`src/rtl/core/nqtok_pkg.sv`:
```
// shared types and constants for the n-quads term tokenizer
`timescale 1ns / 1ps

package nqtok_pkg;

  localparam int QUEUE_DEPTH = 4;
  localparam int QPTR_W      = $clog2(QUEUE_DEPTH);
  localparam int HASH_W      = 28;

  localparam logic [1:0] LS_OK      = 2'd0;
  localparam logic [1:0] LS_COMMENT = 2'd1;
  localparam logic [1:0] LS_BAD     = 2'd2;

  typedef struct packed {
    logic [7:0] out_byte;
    logic       term_last;
    logic [2:0] term_index;
    logic       line_done;
    logic [1:0] line_status;
  } tok_res_t;

  // one parsed item: up to two results and the hash for the closing byte
  typedef struct packed {
    logic              two;
    tok_res_t          r0;
    tok_res_t          r1;
    logic [HASH_W-1:0] hash;
  } tok_entry_t;

endpackage

```
`src/rtl/core/nqtok_front.sv`:
```
// byte parser: term mode tracking, byte hold, elf hash and line status
`timescale 1ns / 1ps

module nqtok_front (
  input  logic                  clk,
  input  logic                  rst,
  input  logic                  in_valid,
  input  logic [7:0]            in_byte,
  output logic                  in_stall,
  input  logic                  q_full,
  output logic                  q_push,
  output nqtok_pkg::tok_entry_t q_entry
);
  import nqtok_pkg::*;

  typedef enum logic [3:0] {
    M_BETWEEN,
    M_URI,
    M_SWALLOW,
    M_BNODE2,
    M_WORD_LEAD,
    M_WORD,
    M_LIT,
    M_ESC,
    M_HEX,
    M_LIT_CLOSE,
    M_DT2,
    M_DT3,
    M_COMMENT,
    M_DONE
  } mode_t;

  localparam logic [7:0] CH_NL    = 8'h0A;
  localparam logic [7:0] CH_SP    = 8'h20;
  localparam logic [7:0] CH_QUOTE = 8'h22;
  localparam logic [7:0] CH_HASH  = 8'h23;
  localparam logic [7:0] CH_DOT   = 8'h2E;
  localparam logic [7:0] CH_COLON = 8'h3A;
  localparam logic [7:0] CH_LT    = 8'h3C;
  localparam logic [7:0] CH_GT    = 8'h3E;
  localparam logic [7:0] CH_AT    = 8'h40;
  localparam logic [7:0] CH_UPR_U = 8'h55;
  localparam logic [7:0] CH_BSL   = 8'h5C;
  localparam logic [7:0] CH_CARET = 8'h5E;
  localparam logic [7:0] CH_US    = 8'h5F;
  localparam logic [7:0] CH_LWR_U = 8'h75;

  function automatic logic is_ws(input logic [7:0] b);
    return (b == CH_SP) || (b >= 8'd9 && b <= 8'd13);
  endfunction

  function automatic logic [HASH_W-1:0] elf_step(input logic [HASH_W-1:0] h,
                                                 input logic [7:0] c);
    logic [31:0] t;
    logic [3:0]  g;
    t = {h, 4'b0000} + {24'b0, c};
    g = t[31:28];
    return t[HASH_W-1:0] ^ {20'b0, g, 4'b0000};
  endfunction

  mode_t             mode, mode_next;
  logic [3:0]        skip_left, skip_left_next;
  logic [HASH_W-1:0] hash, hash_next;
  logic [7:0]        held_byte, held_byte_next;
  logic              held_valid, held_valid_next;
  logic [2:0]        terms_seen, terms_seen_next;
  logic              line_bad, line_bad_next;
  logic              dot_seen, dot_seen_next;

  logic              accept;
  logic              nl;
  logic              hold_en;
  logic [7:0]        hold_c;
  logic              uri_close;
  logic              push_last;
  logic              do_between;
  logic [HASH_W-1:0] step;
  logic [2:0]        idx;
  logic              held_push;
  logic              second_en;
  logic              cut_term;
  logic [1:0]        status;
  tok_res_t          held_res;
  tok_res_t          second_res;

  assign in_stall = q_full;
  assign accept   = in_valid && !q_full;
  assign nl       = (in_byte == CH_NL);
  assign idx      = terms_seen - 3'd1;

  always_comb begin
    mode_next       = mode;
    skip_left_next  = skip_left;
    hash_next       = hash;
    held_byte_next  = held_byte;
    held_valid_next = held_valid;
    terms_seen_next = terms_seen;
    line_bad_next   = line_bad;
    dot_seen_next   = dot_seen;
    hold_en         = 1'b0;
    hold_c          = in_byte;
    uri_close       = 1'b0;
    push_last       = 1'b0;
    do_between      = 1'b0;

    if (!nl) begin
      case (mode)
        M_BETWEEN: begin
          do_between = 1'b1;
        end
        M_URI: begin
          if (in_byte == CH_GT) begin
            uri_close = 1'b1;
            mode_next = M_SWALLOW;
          end else if (!is_ws(in_byte)) begin
            hold_en = 1'b1;
          end
        end
        M_SWALLOW: begin
          mode_next = M_BETWEEN;
        end
        M_BNODE2: begin
          hold_en   = 1'b1;
          hold_c    = CH_COLON;
          mode_next = M_WORD_LEAD;
        end
        M_WORD_LEAD: begin
          if (!is_ws(in_byte)) begin
            hold_en   = 1'b1;
            mode_next = M_WORD;
          end
        end
        M_WORD: begin
          if (is_ws(in_byte)) begin
            push_last = 1'b1;
            mode_next = M_BETWEEN;
          end else begin
            hold_en = 1'b1;
          end
        end
        M_LIT: begin
          if (in_byte == CH_QUOTE) begin
            hold_en   = 1'b1;
            mode_next = M_LIT_CLOSE;
          end else if (in_byte == CH_BSL) begin
            mode_next = M_ESC;
          end else if (in_byte != CH_SP) begin
            hold_en = 1'b1;
          end
        end
        M_ESC: begin
          if (in_byte == CH_LWR_U) begin
            skip_left_next = 4'd4;
            mode_next      = M_HEX;
          end else if (in_byte == CH_UPR_U) begin
            skip_left_next = 4'd8;
            mode_next      = M_HEX;
          end else begin
            mode_next = M_LIT;
          end
        end
        M_HEX: begin
          if (skip_left > 4'd1) begin
            skip_left_next = skip_left - 4'd1;
          end else begin
            skip_left_next = 4'd0;
            mode_next      = M_LIT;
          end
        end
        M_LIT_CLOSE: begin
          if (in_byte == CH_AT) begin
            hold_en   = 1'b1;
            mode_next = M_WORD_LEAD;
          end else if (in_byte == CH_CARET) begin
            hold_en   = 1'b1;
            mode_next = M_DT2;
          end else begin
            push_last  = 1'b1;
            mode_next  = M_BETWEEN;
            do_between = 1'b1;
          end
        end
        M_DT2: begin
          hold_en   = 1'b1;
          mode_next = M_DT3;
        end
        M_DT3: begin
          hold_en   = 1'b1;
          hold_c    = CH_LT;
          mode_next = M_URI;
        end
        default: begin
        end
      endcase
    end

    step = elf_step(hash, uri_close ? CH_GT : hold_c);

    if (hold_en) begin
      held_byte_next  = hold_c;
      held_valid_next = 1'b1;
      hash_next       = step;
    end
    if (uri_close) begin
      held_valid_next = 1'b0;
      hash_next       = step;
    end
    if (push_last) begin
      held_valid_next = 1'b0;
    end

    if (do_between) begin
      if (line_bad) begin
        mode_next = M_DONE;
      end else if (!is_ws(in_byte)) begin
        if (in_byte == CH_HASH && terms_seen == 3'd0) begin
          mode_next = M_COMMENT;
        end else if (in_byte == CH_DOT) begin
          dot_seen_next = 1'b1;
          mode_next     = M_DONE;
        end else if (in_byte == CH_LT || in_byte == CH_US || in_byte == CH_QUOTE) begin
          // new term opens with its initial byte held
          if (terms_seen >= 3'd4) begin
            line_bad_next = 1'b1;
          end
          if (terms_seen < 3'd7) begin
            terms_seen_next = terms_seen + 3'd1;
          end
          hash_next       = {20'b0, in_byte};
          held_byte_next  = in_byte;
          held_valid_next = 1'b1;
          if (in_byte == CH_LT) begin
            mode_next = M_URI;
          end else if (in_byte == CH_US) begin
            mode_next = M_BNODE2;
          end else begin
            mode_next = M_LIT;
          end
        end else begin
          line_bad_next = 1'b1;
          mode_next     = M_DONE;
        end
      end
    end

    // a newline ends the line and restarts from the reset state
    if (nl) begin
      mode_next       = M_BETWEEN;
      skip_left_next  = 4'd0;
      hash_next       = '0;
      held_byte_next  = 8'd0;
      held_valid_next = 1'b0;
      terms_seen_next = 3'd0;
      line_bad_next   = 1'b0;
      dot_seen_next   = 1'b0;
    end
  end

  always_comb begin
    cut_term = (mode == M_URI) || (mode == M_BNODE2) || (mode == M_LIT) ||
               (mode == M_ESC) || (mode == M_HEX) || (mode == M_DT2) || (mode == M_DT3);
    if (mode == M_COMMENT) begin
      status = LS_COMMENT;
    end else if (line_bad || cut_term || !dot_seen) begin
      status = LS_BAD;
    end else begin
      status = LS_OK;
    end

    held_push = held_valid && (hold_en || uri_close || push_last || nl);
    second_en = uri_close || nl;

    held_res.out_byte    = held_byte;
    held_res.term_last   = push_last || nl;
    held_res.term_index  = idx;
    held_res.line_done   = 1'b0;
    held_res.line_status = LS_OK;

    if (nl) begin
      second_res.out_byte    = 8'd0;
      second_res.term_last   = 1'b0;
      second_res.term_index  = 3'd0;
      second_res.line_done   = 1'b1;
      second_res.line_status = status;
    end else begin
      second_res.out_byte    = CH_GT;
      second_res.term_last   = 1'b1;
      second_res.term_index  = idx;
      second_res.line_done   = 1'b0;
      second_res.line_status = LS_OK;
    end

    q_entry.two  = held_push && second_en;
    q_entry.r0   = held_push ? held_res : second_res;
    q_entry.r1   = second_res;
    q_entry.hash = uri_close ? step : hash;
    q_push       = accept && (held_push || second_en);
  end

  always_ff @(posedge clk) begin
    if (rst) begin
      mode       <= M_BETWEEN;
      skip_left  <= 4'd0;
      hash       <= '0;
      held_byte  <= 8'd0;
      held_valid <= 1'b0;
      terms_seen <= 3'd0;
      line_bad   <= 1'b0;
      dot_seen   <= 1'b0;
    end else if (accept) begin
      mode       <= mode_next;
      skip_left  <= skip_left_next;
      hash       <= hash_next;
      held_byte  <= held_byte_next;
      held_valid <= held_valid_next;
      terms_seen <= terms_seen_next;
      line_bad   <= line_bad_next;
      dot_seen   <= dot_seen_next;
    end
  end

endmodule

```
`config.mk`:
```
export PLATFORM = sky130hd
export DESIGN_NAME = nqtok_front
export DESIGN_NICKNAME = d
export VERILOG_FILES = /design/src/rtl/core/nqtok_pkg.sv /design/src/rtl/core/nqtok_front.sv
export SDC_FILE = /design/constraint.sdc
export NUM_CORES = 1
export LEC_CHECK = 0
export BUFFER_PORTS_ARGS = -buffer_cell sky130_fd_sc_hd__clkbuf_2
export CORE_MARGIN = 4
export CORE_UTILIZATION = 40
export CTS_CLUSTER_DIAMETER = 100
export DETAILED_ROUTE_END_ITERATION = 16
export SKIP_LAST_GASP = 1
export SLEW_MARGIN = 5
export SYNTH_ARGS = -nofsm -noshare
export SYNTH_HDL_FRONTEND = slang
export SYNTH_SLANG_ARGS = --single-unit
```
`constraint.sdc`:
```
create_clock -name clk -period 4.7 [get_ports clk]
set_clock_uncertainty 0.05 [all_clocks]
set_input_delay 0.235 -clock clk [delete_from_list [all_inputs] [get_ports clk]]
set_output_delay 0.235 -clock clk [all_outputs]
set_load 0.05 [all_outputs]
```
==> impl_metrics.py <==
metrics = {
    "floorplanning": {
        "ioPinCount": 73,
        "initial_core_util_pct": 41.38,
        "die_height_um": 111.8,
        "dieWidth_um": 111.8,
        "die_area_mm2": 0.01250,
        "rows": 37,
        "core_area_mm2": 0.01042,
    },
    "clock_tree": {
        "clkLatencyLatePin_ns": 0.31,
        "cts_resized": 0,
        "path_clk_slew_ns": 0.10,
        "root_buffer": "clkbuf_8",
        "htree_levels": 2,
        "cts.sinks": 50,
        "cts_setup_buffers": 0,
        "cts_tree": "built",
        "clockBufferDepth": 2,
        "holdBufCountCts": 0,
        "numCtsBuffers": 5,
    },
    "layout": {
        "layout.nets": 667,
        "final_area_mm2": 0.004703,
        "drive_gt1_share_pct": 15.76,
        "area_delta_synth_final_pct": 9.115,
        "diodes": 0,
    },
    "synth": {
        "yosysWarnings": 0,
        "synth.distinct_cells": 71,
        "syn_area_mm2": 0.004310,
        "synthArstFlopShare_pct": 0,
        "synth.top_cell.area_share_pct": 23.22,
        "synth-seq-area-share_pct": 23.22,
        "syn_avg_cell_area_um2": 7.101,
        "synth_edf_count": 0,
        "synthTopCellsByArea": "dfxtp_1 23%, nand2_1 7.2%, o21ai_0 6.2%",
        "synth.most_common_cell": "nand2_1",
        "ys.flop_type": "dfxtp_1",
        "synth_seq_cells": 50,
        "synth_top_cell_by_area": "dfxtp_1",
        "synthTopCellsByCount": "83 x nand2_1, 55 x nor2_1, 53 x o21ai_0, 50 x dfxtp_1, 32 x a21oi_1",
        "syn_inst": 607,
    },
    "placed_design": {
        "io_buffers": 69,
        "placed_area_mm2": 0.004616,
        "place_congestion": 0.9230,
        "dp_hpwl_mm": 9.988,
    },
    "detailed_routing": {
        "num_vias": 4563,
        "viasPerCell": 5.873,
        "wire_per_inst_um": 17.42,
        "drc": 0,
        "first_pass_iters": 5,
        "detail-route-antenna-nets": 0,
        "drt-total-wl_mm": 13.54,
        "drtIter0Drc": 437,
    },
    "power_and_ir_drop": {
        "leakage_nw": 1.752,
        "ir_drop_mv": 0.1143,
        "powerDensity_mw_per_mm2": 206.9,
    },
    "sta": {
        "max_freq_mhz": 235.7,
        "tns_ns": 0,
        "drv_slew": 0,
        "finalHoldViolCount": 0,
        "relSlewSlack_pct": 12.26,
        "layout_min_cycle_time_ns": 4.242,
        "timing.final.crit_share_pct": 90.26,
        "rsz0062_at_grt": "no",
        "setup_violations": 0,
        "tightest_slew_ns": 1.304,
    },
    "setup_path": {
        "crit_type": "register to primary output",
        "crit_arrival_ns": 3.96,
        "reg2reg_depth": 15,
        "critical_path.startpoint_type": "register",
        "path_max_fanout": 9,
        "reg2reg_to": "hash[4]",
        "critPathRequiredTime_ns": 4.41,
        "rr_startpoint": "mode[2]",
        "r2r_setup_slack_ns": 1.07,
        "endpoint_kind": "primary output",
    },
    "min_path": {
        "hold_class": "input pin to register",
        "worst_hold_startpoint": "in_byte[7]",
        "hold_path_depth": 3,
        "min_to": "held_byte[7]",
    },
    "run_status": {
        "outcome": "complete, no violations",
    },
    "job": {
        "maxCapViolations": 0,
    },
    "global_route": {
        "grt_pass1_vias": 4327,
        "grt_max_degree": 55,
        "overflow": 0,
        "antenna_found_initial": 0,
        "grt_pass1_wl_mm": 22.11,
        "grt.total_usage_pct": 21.05,
    },
}
## layer usage
| layer | GRT usage (%) | routed length (µm) | part of all wire, % |
|---|---|---|---|
| met1 | 30.19 | 6311 | 47 |
| met2 | 31.97 | 5974 | 44 |
| met3 | 4.511 | 995 | 7.4 |
| met4 | 5.434 | 256 | 1.9 |
| met5 | 0 | 0 | 0 |
## worst max-delay path: stages (launching register included)
cell and delay [ns]:
dfxtp_1 0.33, inv_1 0.12, ha_1 0.39, o211a_1 0.32, nor2_1 0.09, nor2_1 0.11
ha_1 0.17, inv_1 0.05, fa_1 0.40, nor2b_1 0.12, o21ai_0 0.16, a211oi_4 0.49
nand4_1 0.18, xnor2_1 0.17, o21ai_0 0.23, clkbuf_2 0.33
## cell type report
class / instances / area [µm²]
inverter: 21 / 78.83
timing repair buffer: 76 / 397.9
sequential: 50 / 1001
multi-input combinational: 487 / 2975
clock inverter: 1 / 7.507
tap: 136 / 170.2
clock buffer: 6 / 72.57
fill: 1086 / 5713
## worst max-delay path by stage
stage	from	to	slack (ns)	depth (start not counted)
global route	mode[2]	q_entry[6]	0.08	15
CTS	mode[2]	q_entry[26]	0.40	15
global placement	mode[2]	q_entry[6]	0.83	15
detailed placement	mode[2]	q_entry[26]	0.74	15
finish	mode[2]	q_entry[6]	0.46	15
floorplan	in_byte[7]	q_entry[23]	0.46	15
## placed cells by master (no fill, tap or decap), drive strengths merged, types with 4 or more instances in the layout
cell type | synthesis | final
xnor2 | 16 | 16
a211oi | 9 | 9
o21ai | 66 | 66
o31ai | 6 | 6
xor2 | 17 | 17
nor2b | 11 | 11
nand2 | 84 | 84
and4 | 6 | 6
a22o | 9 | 9
inv | 21 | 21
a21oi | 33 | 33
buf | 28 | 7
clkbuf | 23 | 75
and2 | 9 | 9
a31oi | 13 | 13
a22oi | 5 | 5
nand2b | 9 | 9
and3 | 13 | 13
dfxtp | 50 | 50
ha | 13 | 13
nand4 | 12 | 12
nor3 | 9 | 9
nand3 | 25 | 25
a21boi | 4 | 4
o22ai | 4 | 4
o21a | 12 | 12
nor2 | 55 | 55
## metrics by stage
stage / util [%] / setup WS (ns) / power (mW) / instances / hold WS, ns
floorplan: - / 0.4592 / 0.6700 / 609 / 0.3828
global placement: 44.31 / 0.8322 / 0.7235 / 770 / 0.4044
detailed placement: 44.31 / 0.7377 / 0.7242 / 770 / 0.4057
CTS: 45.08 / 0.4045 / 0.9728 / 777 / 0.2851
global route: 45.15 / 0.08394 / 1.016 / 777 / 0.3082
finish: 45.15 / 0.4580 / 0.9730 / 777 / 0.2941
## power breakdown
part | internal, mW | switching (mW)
registers | 0.435 | 0.0140
clock network | 0.103 | 0.150
logic | 0.0856 | 0.185
## state kept, by name (all words and copies together), names as in the netlist
name	flops
dot_seen	1
terms_seen	3
mode	4
skip_left	4
held_byte	8
held_valid	1
line_bad	1
hash	28
## logic make-up (layout without fill, tap and decap cells)
kind of cell	count (synthesis)	in the layout	share of synthesized area (%)
xor gates and xnor gates	33	33	6.705
other	1	3	0.08700
and+or+nand+nor	253	253	29.32
buffers and inverters	72	104	8.215
adders and majority gates	14	14	4.238
AOI/OAI and AO/OA	184	184	28.22
DFF	50	50	23.22
(Power assumes the default switching activity.)
