<file path="config.mk">
export PLATFORM = sky130hd
export DESIGN_NAME = nqtok_queue
export DESIGN_NICKNAME = d
export VERILOG_FILES = /design/src/rtl/core/nqtok_pkg.sv /design/src/rtl/core/nqtok_queue.sv
export SDC_FILE = /design/constraint.sdc
export NUM_CORES = 1
export LEC_CHECK = 0
export ABC_CLOCK_PERIOD_IN_PS = 6920
export BUFFER_PORTS_ARGS = -buffer_cell sky130_fd_sc_hd__buf_2
export CELL_PAD_IN_SITES_DETAIL_PLACEMENT = 1
export CELL_PAD_IN_SITES_GLOBAL_PLACEMENT = 1
export CORE_UTILIZATION = 54
export DETAILED_ROUTE_END_ITERATION = 8
export PLACE_DENSITY = 0.93
export SLEW_MARGIN = 20
export SYNTH_ARGS = -nofsm -noshare
export SYNTH_HDL_FRONTEND = slang
export SYNTH_SLANG_ARGS = --single-unit
</file>
<file path="constraint.sdc">
create_clock -name clk -period 6.92 [get_ports clk]
set_input_delay 0.346 -clock clk [delete_from_list [all_inputs] [get_ports clk]]
set_output_delay 0.346 -clock clk [all_outputs]
set_load 0.01 [all_outputs]
</file>
<file path="src/rtl/core/nqtok_pkg.sv">
// shared types and constants for the n-quads term tokenizer
`timescale 1ns / 1ps

package nqtok_pkg;

  localparam int QUEUE_DEPTH = 4;
  localparam int QPTR_W      = $clog2(QUEUE_DEPTH);
  localparam int HASH_W      = 28;

  localparam logic [1:0] LS_OK      = 2'd0;
  localparam logic [1:0] LS_COMMENT = 2'd1;
  localparam logic [1:0] LS_BAD     = 2'd2;

  typedef struct packed {
    logic [7:0] out_byte;
    logic       term_last;
    logic [2:0] term_index;
    logic       line_done;
    logic [1:0] line_status;
  } tok_res_t;

  // one parsed item: up to two results and the hash for the closing byte
  typedef struct packed {
    logic              two;
    tok_res_t          r0;
    tok_res_t          r1;
    logic [HASH_W-1:0] hash;
  } tok_entry_t;

endpackage

</file>
<file path="src/rtl/core/nqtok_queue.sv">
// small fifo of parsed items between parser and output stage
`timescale 1ns / 1ps

module nqtok_queue (
  input  logic                  clk,
  input  logic                  rst,
  input  logic                  push,
  input  nqtok_pkg::tok_entry_t push_entry,
  output logic                  full,
  output logic                  head_valid,
  output nqtok_pkg::tok_entry_t head_entry,
  input  logic                  pop
);
  import nqtok_pkg::*;

  tok_entry_t        slots [QUEUE_DEPTH];
  logic [QPTR_W-1:0] wr_ptr;
  logic [QPTR_W-1:0] rd_ptr;
  logic [QPTR_W:0]   count;

  assign full       = (count == (QPTR_W + 1)'(QUEUE_DEPTH));
  assign head_valid = (count != '0);
  assign head_entry = slots[rd_ptr];

  always_ff @(posedge clk) begin
    if (push) begin
      slots[wr_ptr] <= push_entry;
    end
  end

  always_ff @(posedge clk) begin
    if (rst) begin
      wr_ptr <= '0;
      rd_ptr <= '0;
      count  <= '0;
    end else begin
      if (push) begin
        wr_ptr <= wr_ptr + 1'b1;
      end
      if (pop) begin
        rd_ptr <= rd_ptr + 1'b1;
      end
      case ({push, pop})
        2'b10:   count <= count + 1'b1;
        2'b01:   count <= count - 1'b1;
        default: count <= count;
      endcase
    end
  end

endmodule

</file>
==> metrics.txt, run 1 <==
# TYPE chip_impl_metric gauge
chip_impl_metric{name="overall_fraction_of_global_route_tracks_in_use",unit="%"} 20.25
chip_impl_metric{name="clock_sinks",unit=""} 245
chip_impl_metric{name="drt_drc_violations_left",unit=""} 0
chip_impl_metric{name="global_route.usage.met3",unit="%"} 3.664
chip_impl_info{name="commonest_non_fill_non_tap_cells_in_the_layout",value="edfxtp_1, buf_2, mux4_2"} 1
chip_impl_metric{name="ant_nets",unit=""} 0
chip_impl_metric{name="yosys_register_bits",unit=""} 245
chip_impl_metric{name="powerDensity",unit="mW/mm^2"} 315.4
chip_impl_metric{name="final-setup-viol-count",unit=""} 0
chip_impl_metric{name="antenna_violations_before_repair",unit=""} 0
chip_impl_metric{name="die_area",unit="mm^2"} 0.01710
chip_impl_metric{name="io_pins",unit=""} 124
chip_impl_info{name="path_class",value="reg -> out"} 1
chip_impl_metric{name="postSynthAreaPerCell",unit="um^2"} 25.44
chip_impl_metric{name="start_util",unit="%"} 55.76
chip_impl_metric{name="mappedNetlistNets",unit=""} 421
chip_impl_metric{name="via_count",unit=""} 4071
chip_impl_metric{name="clk_transition_reported_paths",unit="ps"} 60
chip_impl_metric{name="avg_vias_per_cell",unit=""} 5.623
chip_impl_info{name="crit_slowest_cell",value="buf_4"} 1
chip_impl_metric{name="row_count",unit=""} 46
chip_impl_metric{name="cts-buffers-inserted",unit=""} 25
chip_impl_metric{name="static-leakage-power",unit="nW"} 3.578
chip_impl_info{name="cpLargestDelayFamily",value="buffers and inverters"} 1
chip_impl_metric{name="h-tree-depth",unit=""} 1
chip_impl_metric{name="grt_pass1_vias",unit=""} 4442
chip_impl_metric{name="fmax",unit="GHz"} 0.3356
chip_impl_metric{name="core_region_area",unit="mm^2"} 0.01606
chip_impl_metric{name="post_cts_resize_count",unit=""} 0
chip_impl_info{name="global_route.peak_usage_layer",value="met2"} 1
chip_impl_metric{name="drt_pass1_iterations",unit=""} 4
chip_impl_metric{name="yosys.cell_types.count",unit=""} 21
chip_impl_info{name="min_path_type",value="in -> reg"} 1
chip_impl_info{name="setup_repair_after_global_routing_missed_its_margin",value="false"} 1
chip_impl_info{name="layout_commonest_cell",value="edfxtp_1"} 1
chip_impl_metric{name="critical_path.n_buffers_inverters",unit=""} 2
chip_impl_metric{name="wl_per_cell",unit="um"} 23.11
chip_impl_metric{name="reg2reg_setup_slack",unit="ps"} 4730
chip_impl_metric{name="synthToLayoutAreaGrowth",unit="%"} 17.97
chip_impl_metric{name="skew",unit="ps"} 6.215
chip_impl_metric{name="met2_usage",unit="%"} 34.48
chip_impl_metric{name="die_h",unit="um"} 130.8
chip_impl_metric{name="fp.dieW",unit="um"} 130.8
chip_impl_metric{name="worst-slew-pin-transition",unit="ps"} 978.5
chip_impl_info{name="cts-root-buf",value="clkbuf_16"} 1
chip_impl_metric{name="cp.arrival",unit="ps"} 2630
chip_impl_metric{name="count_of_yosys_warnings_during_synthesis",unit=""} 0
chip_impl_info{name="run_status",value="finished, final reports clean"} 1
chip_impl_metric{name="gp_congestion",unit=""} 0.7262
chip_impl_metric{name="numPortBuffers",unit=""} 123
chip_impl_metric{name="crit_required",unit="ps"} 6570
chip_impl_metric{name="layout-drive-gt1-share",unit="%"} 44.88
chip_impl_metric{name="min_period",unit="ps"} 2979
chip_impl_metric{name="latest_clock_arrival_within_the_worst_skew_pair",unit="ps"} 500
chip_impl_metric{name="drt_iter0_drc",unit=""} 266
chip_impl_info{name="tritoncts",value="done"} 1
chip_impl_metric{name="worst_relative_slew_slack",unit="%"} 34.77
chip_impl_metric{name="cts.repair_timing.setup_buffer_count",unit=""} 0
chip_impl_metric{name="utilization",unit="%"} 65.78
chip_impl_info{name="critical_path.reg2reg.endpoint",value="slots[2][43]$_DFFE_PP_"} 1
chip_impl_metric{name="postRouteWirelength",unit="mm"} 16.73
chip_impl_metric{name="met1_usage",unit="%"} 27.44
chip_impl_info{name="min_from",value="push_entry[13]"} 1
chip_impl_info{name="hold_end",value="slots[0][13]$_DFFE_PP_"} 1
chip_impl_metric{name="dp.final_hpwl",unit="mm"} 10.16
chip_impl_info{name="worstReg2RegStart",value="wr_ptr[0]$_SDFFE_PP0P_"} 1
chip_impl_metric{name="final_nets",unit=""} 559
chip_impl_metric{name="clock_path_buffers",unit=""} 3
chip_impl_metric{name="report.final.hold_viol_count",unit=""} 0
chip_impl_metric{name="insertedDiodeCount",unit=""} 0
chip_impl_metric{name="cts.hold.buffers_added",unit=""} 0
chip_impl_metric{name="crit_fanout",unit=""} 49
chip_impl_metric{name="fin_tns_setup",unit="ps"} 0
chip_impl_metric{name="syn_std_cell_area",unit="mm^2"} 0.008954
chip_impl_metric{name="min_delay_path_depth",unit=""} 1
chip_impl_metric{name="syn_inst",unit=""} 352
chip_impl_metric{name="synth-seq-area-share",unit="%"} 81.16
chip_impl_info{name="end_kind",value="primary output"} 1
chip_impl_info{name="cp-start-kind",value="flip-flop"} 1
chip_impl_metric{name="layout_worst_path_cycle_share",unit="%"} 43.06
chip_impl_metric{name="reg2reg_depth",unit=""} 4
chip_impl_metric{name="grt_start_max_net_pins",unit=""} 60
chip_impl_info{name="critical_path.cell_chain",value="buf_4, mux4_2, buf_2"} 1
chip_impl_metric{name="globalRouteOverflowTotal",unit=""} 0
chip_impl_metric{name="max_incr_delay_on_cp",unit="ps"} 790
chip_impl_metric{name="max_ir_drop_vdd",unit="V"} 0.0002036
chip_impl_metric{name="grt_pass1_wl",unit="mm"} 25.18
chip_impl_metric{name="finalMaxSlewViolations",unit=""} 0
chip_impl_metric{name="maxCapViolCount",unit=""} 0
-- cells in the mapped netlist --
cell      count  area, um^2
buf_6         1       11.26
nor2_1        7       26.28
ha_1          5       62.56
dfxtp_1       9       180.2
mux4_2       59        1329
buf_2         3       15.01
nor3b_1       1       7.510
edfxtp_1    236        7087
fa_1          1       20.02
or3_1         2       12.51
nand2_1       1       3.750
buf_4         4       30.03
xnor2_1       3       26.28
a21oi_1       1       5.000
and2_1        4       25.02
mux2i_1       2       20.02
o21ai_0       1       5.000
inv_1         3       11.26
clkbuf_1      5       18.77
xor2_1        2       17.52
buf_12        2       40.04
-- layer usage --
metal | vias to the layer above | routed length, um
li1 | 1767 | -
met1 | 2150 | 7120
met2 | 130 | 8496
met3 | 24 | 854
met4 | 0 | 262
met5 | - | 0
-- worst register-to-register path: stages, from the launching register on --
cell and delay [ps]:
dfxtp_1 360, inv_1 100, ha_1 160, and2_2 640
buf_4 560
-- cells by family after synthesis --
group	after synthesis	synth area share [%]
adders and majority gates	6	0.9223
and+or+nand+nor	15	0.8384
DFF	245	81.16
buffers and inverters	18	1.411
xor gates and xnor gates	5	0.4892
muxes	61	15.06
AOI/OAI and AO/OA	2	0.1117
-- registers in the layout, summed over array words and instances (netlist names), named ones only --
register	cells
rd_ptr	2
slots	236
wr_ptr	2
count	3
-- stage by stage --
step	std cells	hold WS (ps)	setup WS (ps)	power, mW	instance area, um^2
CTS	724	37.92	3851	3.363	10560
global placement	679	473.6	4413	2.049	9761
floorplan	352	444.9	4561	1.943	8954
global route	724	44.86	3726	3.435	10560
detailed placement	679	496.0	4401	2.069	9761
finish	724	51.96	3941	3.332	10560
-- cell type report --
type,count,area [um^2]
Inverter,3,11.26
Clock buffer,28,636.9
Fill cell,1314,5495
Multi-Input combinational cell,89,1569
Clock inverter,17,165.2
Timing Repair Buffer,126,638.1
Sequential cell,245,7272
Tap cell,216,270.3
-- report_power, final --
group,switching (mW),internal (mW)
Sequential,0.0241,1.70
Clock,0.526,0.774
Combinational,0.165,0.139
-- worst max path at each step --
stage                                 startpoint                     to  slack (ps)  cells past startpoint
after global placement                 flip-flop         head_entry[29]        4410                      3
after global routing                   flip-flop         head_entry[16]        3730                      3
after floorplan           wr_ptr[0]$_SDFFE_PP0P_  slots[2][0]$_DFFE_PP_        4560                      3
after detailed placement               flip-flop         head_entry[15]        4400                      3
final                                  flip-flop         head_entry[16]        3940                      3
after CTS                              flip-flop         head_entry[15]        3850                      3
Note: power is estimated with default switching activity, not from simulation.
==> run 2: changes to the inputs <==
- ABC_CLOCK_PERIOD_IN_PS: 6920 -> 2930
- CORE_UTILIZATION: 54 -> 50
- PLACE_DENSITY: 0.93 -> 0.88
- clock period: 6.92 -> 2.93 ns (I/O delays scaled with it)
==> metrics.txt, run 2 (same netlist as run 1, synthesis figures left out) <==
# TYPE chip_impl_metric gauge
chip_impl_metric{name="cts-buffers-inserted",unit=""} 24
chip_impl_metric{name="reg2reg_setup_slack",unit="ps"} 1190
chip_impl_metric{name="critical_path.n_buffers_inverters",unit=""} 2
chip_impl_metric{name="finalMaxSlewViolations",unit=""} 0
chip_impl_info{name="critical_path.cell_chain",value="buf_4, mux4_2, buf_2"} 1
chip_impl_metric{name="min_period",unit="ps"} 2180
chip_impl_metric{name="io_pins",unit=""} 124
chip_impl_info{name="commonest_non_fill_non_tap_cells_in_the_layout",value="edfxtp_1, buf_2, dlygate4sd3_1"} 1
chip_impl_metric{name="die_area",unit="mm^2"} 0.01845
chip_impl_metric{name="max_ir_drop_vdd",unit="V"} 0.0005706
chip_impl_info{name="cts-root-buf",value="clkbuf_16"} 1
chip_impl_metric{name="worst-slew-pin-transition",unit="ps"} 931.5
chip_impl_metric{name="multi_input_comb_area",unit="mm^2"} 0.001570
chip_impl_metric{name="h-tree-depth",unit=""} 1
chip_impl_metric{name="num-fill-cells",unit=""} 1473
chip_impl_info{name="cp-start-kind",value="flip-flop"} 1
chip_impl_metric{name="clk_transition_reported_paths",unit="ps"} 60
chip_impl_metric{name="postRouteWirelength",unit="mm"} 17.61
chip_impl_metric{name="insertedDiodeCount",unit=""} 0
chip_impl_metric{name="powerDensity",unit="mW/mm^2"} 706.7
chip_impl_metric{name="gp_congestion",unit=""} 0.7026
chip_impl_metric{name="numPortBuffers",unit=""} 123
chip_impl_metric{name="layout_worst_path_cycle_share",unit="%"} 74.40
chip_impl_info{name="cpLargestDelayFamily",value="multiplexers"} 1
chip_impl_info{name="min_path_type",value="in -> reg"} 1
chip_impl_metric{name="layout-drive-gt1-share",unit="%"} 39.68
chip_impl_metric{name="ff_latch_area",unit="mm^2"} 0.007272
chip_impl_metric{name="crit_fanout",unit=""} 22
chip_impl_metric{name="clock_path_buffers",unit=""} 3
chip_impl_metric{name="start_util",unit="%"} 51.41
chip_impl_info{name="top_reg_by_flops",value="slots"} 1
chip_impl_metric{name="ant_nets",unit=""} 0
chip_impl_metric{name="fp.dieW",unit="um"} 135.8
chip_impl_metric{name="cts.hold.buffers_added",unit=""} 61
chip_impl_metric{name="fmax",unit="GHz"} 0.4587
chip_impl_metric{name="synthToLayoutAreaGrowth",unit="%"} 24.85
chip_impl_metric{name="totalPowerFinal",unit="mW"} 7.900
chip_impl_metric{name="latest_clock_arrival_within_the_worst_skew_pair",unit="ps"} 510
chip_impl_info{name="layout_commonest_cell",value="edfxtp_1"} 1
chip_impl_metric{name="largest_reg_flops",unit=""} 236
chip_impl_metric{name="post_cts_resize_count",unit=""} 0
chip_impl_info{name="tritoncts",value="done"} 1
chip_impl_metric{name="cts.repair_timing.setup_buffer_count",unit=""} 0
chip_impl_metric{name="dp.final_hpwl",unit="mm"} 10.10
chip_impl_metric{name="cp.arrival",unit="ps"} 2030
chip_impl_metric{name="worst_relative_slew_slack",unit="%"} 37.90
chip_impl_metric{name="final_nets",unit=""} 620
chip_impl_metric{name="avg_vias_per_cell",unit=""} 5.322
chip_impl_info{name="end_kind",value="primary output"} 1
chip_impl_metric{name="drt_pass1_iterations",unit=""} 4
chip_impl_info{name="top_regs",value="slots: 236 flops, count: 3 flops"} 1
chip_impl_metric{name="grt_start_max_net_pins",unit=""} 60
chip_impl_metric{name="antenna_violations_before_repair",unit=""} 1
chip_impl_metric{name="globalRouteOverflowTotal",unit=""} 0
chip_impl_metric{name="skew",unit="ps"} 6.938
chip_impl_metric{name="fin_tns_setup",unit="ps"} 0
chip_impl_metric{name="drt_iter0_drc",unit=""} 173
chip_impl_info{name="setup_repair_after_global_routing_missed_its_margin",value="false"} 1
chip_impl_metric{name="overall_fraction_of_global_route_tracks_in_use",unit="%"} 19.61
chip_impl_metric{name="maxCapViolCount",unit=""} 0
chip_impl_metric{name="report.final.hold_viol_count",unit=""} 0
chip_impl_metric{name="wl_per_cell",unit="um"} 22.23
chip_impl_metric{name="via_count",unit=""} 4215
chip_impl_info{name="crit_slowest_cell",value="mux4_2"} 1
chip_impl_metric{name="drt_drc_violations_left",unit=""} 0
chip_impl_info{name="run_status",value="finished, final reports clean"} 1
chip_impl_metric{name="clock_sinks",unit=""} 245
chip_impl_metric{name="grt_pass1_wl",unit="mm"} 26.44
chip_impl_metric{name="grt_pass1_vias",unit=""} 4656
chip_impl_metric{name="max_incr_delay_on_cp",unit="ps"} 600
chip_impl_info{name="path_class",value="reg -> out"} 1
chip_impl_metric{name="static-leakage-power",unit="nW"} 3.838
chip_impl_metric{name="die_h",unit="um"} 135.8
chip_impl_metric{name="row_count",unit=""} 48
chip_impl_metric{name="crit_required",unit="ps"} 2780
chip_impl_metric{name="core_region_area",unit="mm^2"} 0.01742
chip_impl_metric{name="final-setup-viol-count",unit=""} 0
==> run 2: cell count changes in the layout (fill, tap and decap cells not counted) <==
| cell | previous run | this run |
|---|---|---|
| clkinvlp_4 | 3 | 0 |
| clkinv_1 | 5 | 3 |
| and2_2 | 1 | 0 |
| clkbuf_1 | 3 | 6 |
| inv_6 | 1 | 0 |
| and2_4 | 3 | 4 |
| dlygate4sd3_1 | 0 | 61 |
| buf_12 | 0 | 1 |
==> run 2: layout make-up <==
cell class,instances,area share [%]
Sequential cell,245,65.05
Multi-Input combinational cell,89,14.05
Timing Repair Buffer,188,11.35
Clock buffer,31,5.798
Tap cell,225,2.518
Clock inverter,11,1.131
Inverter,3,0.1007
==> run 2: where the power goes <==
group | switching, mW | internal, mW
Combinational | 0.413 | 0.386
Sequential | 0.0497 | 4.02
Clock | 1.21 | 1.82
Total | 1.67 | 6.23
==> run 2: worst paths after layout <==
path,startpoint,endpoint,cells after the start
hold / removal,push,wr_ptr[0]$_SDFFE_PP0P_,3
hold reg to reg,count[2]$_SDFFE_PP0P_,count[2]$_SDFFE_PP0P_,2
setup reg to reg,wr_ptr[0]$_SDFFE_PP0P_,slots[0][32]$_DFFE_PP_,3
setup / recovery,flip-flop,head_entry[53],3
==> run 2: metrics by stage <==
step	std cells	hold slack [ps]	cell area, um^2	worst slack (ps)	utilization (%)
after detailed placement	689	364.8	9793	1179	56.23
final	792	21.28	11180	750.1	64.18
after global routing	792	59.85	11180	624.2	64.18
after global placement	689	356.1	9793	1202	56.23
after CTS	792	0.07777	11180	689.3	64.18
after floorplan	352	245.4	8954	571.2	-
==> run 2: worst reg2reg max path: cells and delay by family, from the launching register on <==
| kind | cells | cell delay [ps] |
|---|---|---|
| buffers and inverters | 1 | 100 |
| and+or+nand+nor | 1 | 730 |
| DFF | 1 | 340 |
| adders and majority gates | 1 | 150 |
==> run 2: routing by layer <==
layer	part of all wire [%]	up-vias	global-route usage, %
met1	41	2176	25.96
met4	2.0	2	5.306
met2	51	121	33.67
li1	-	1885	-
met5	0.074	-	0
met3	5.6	31	3.468
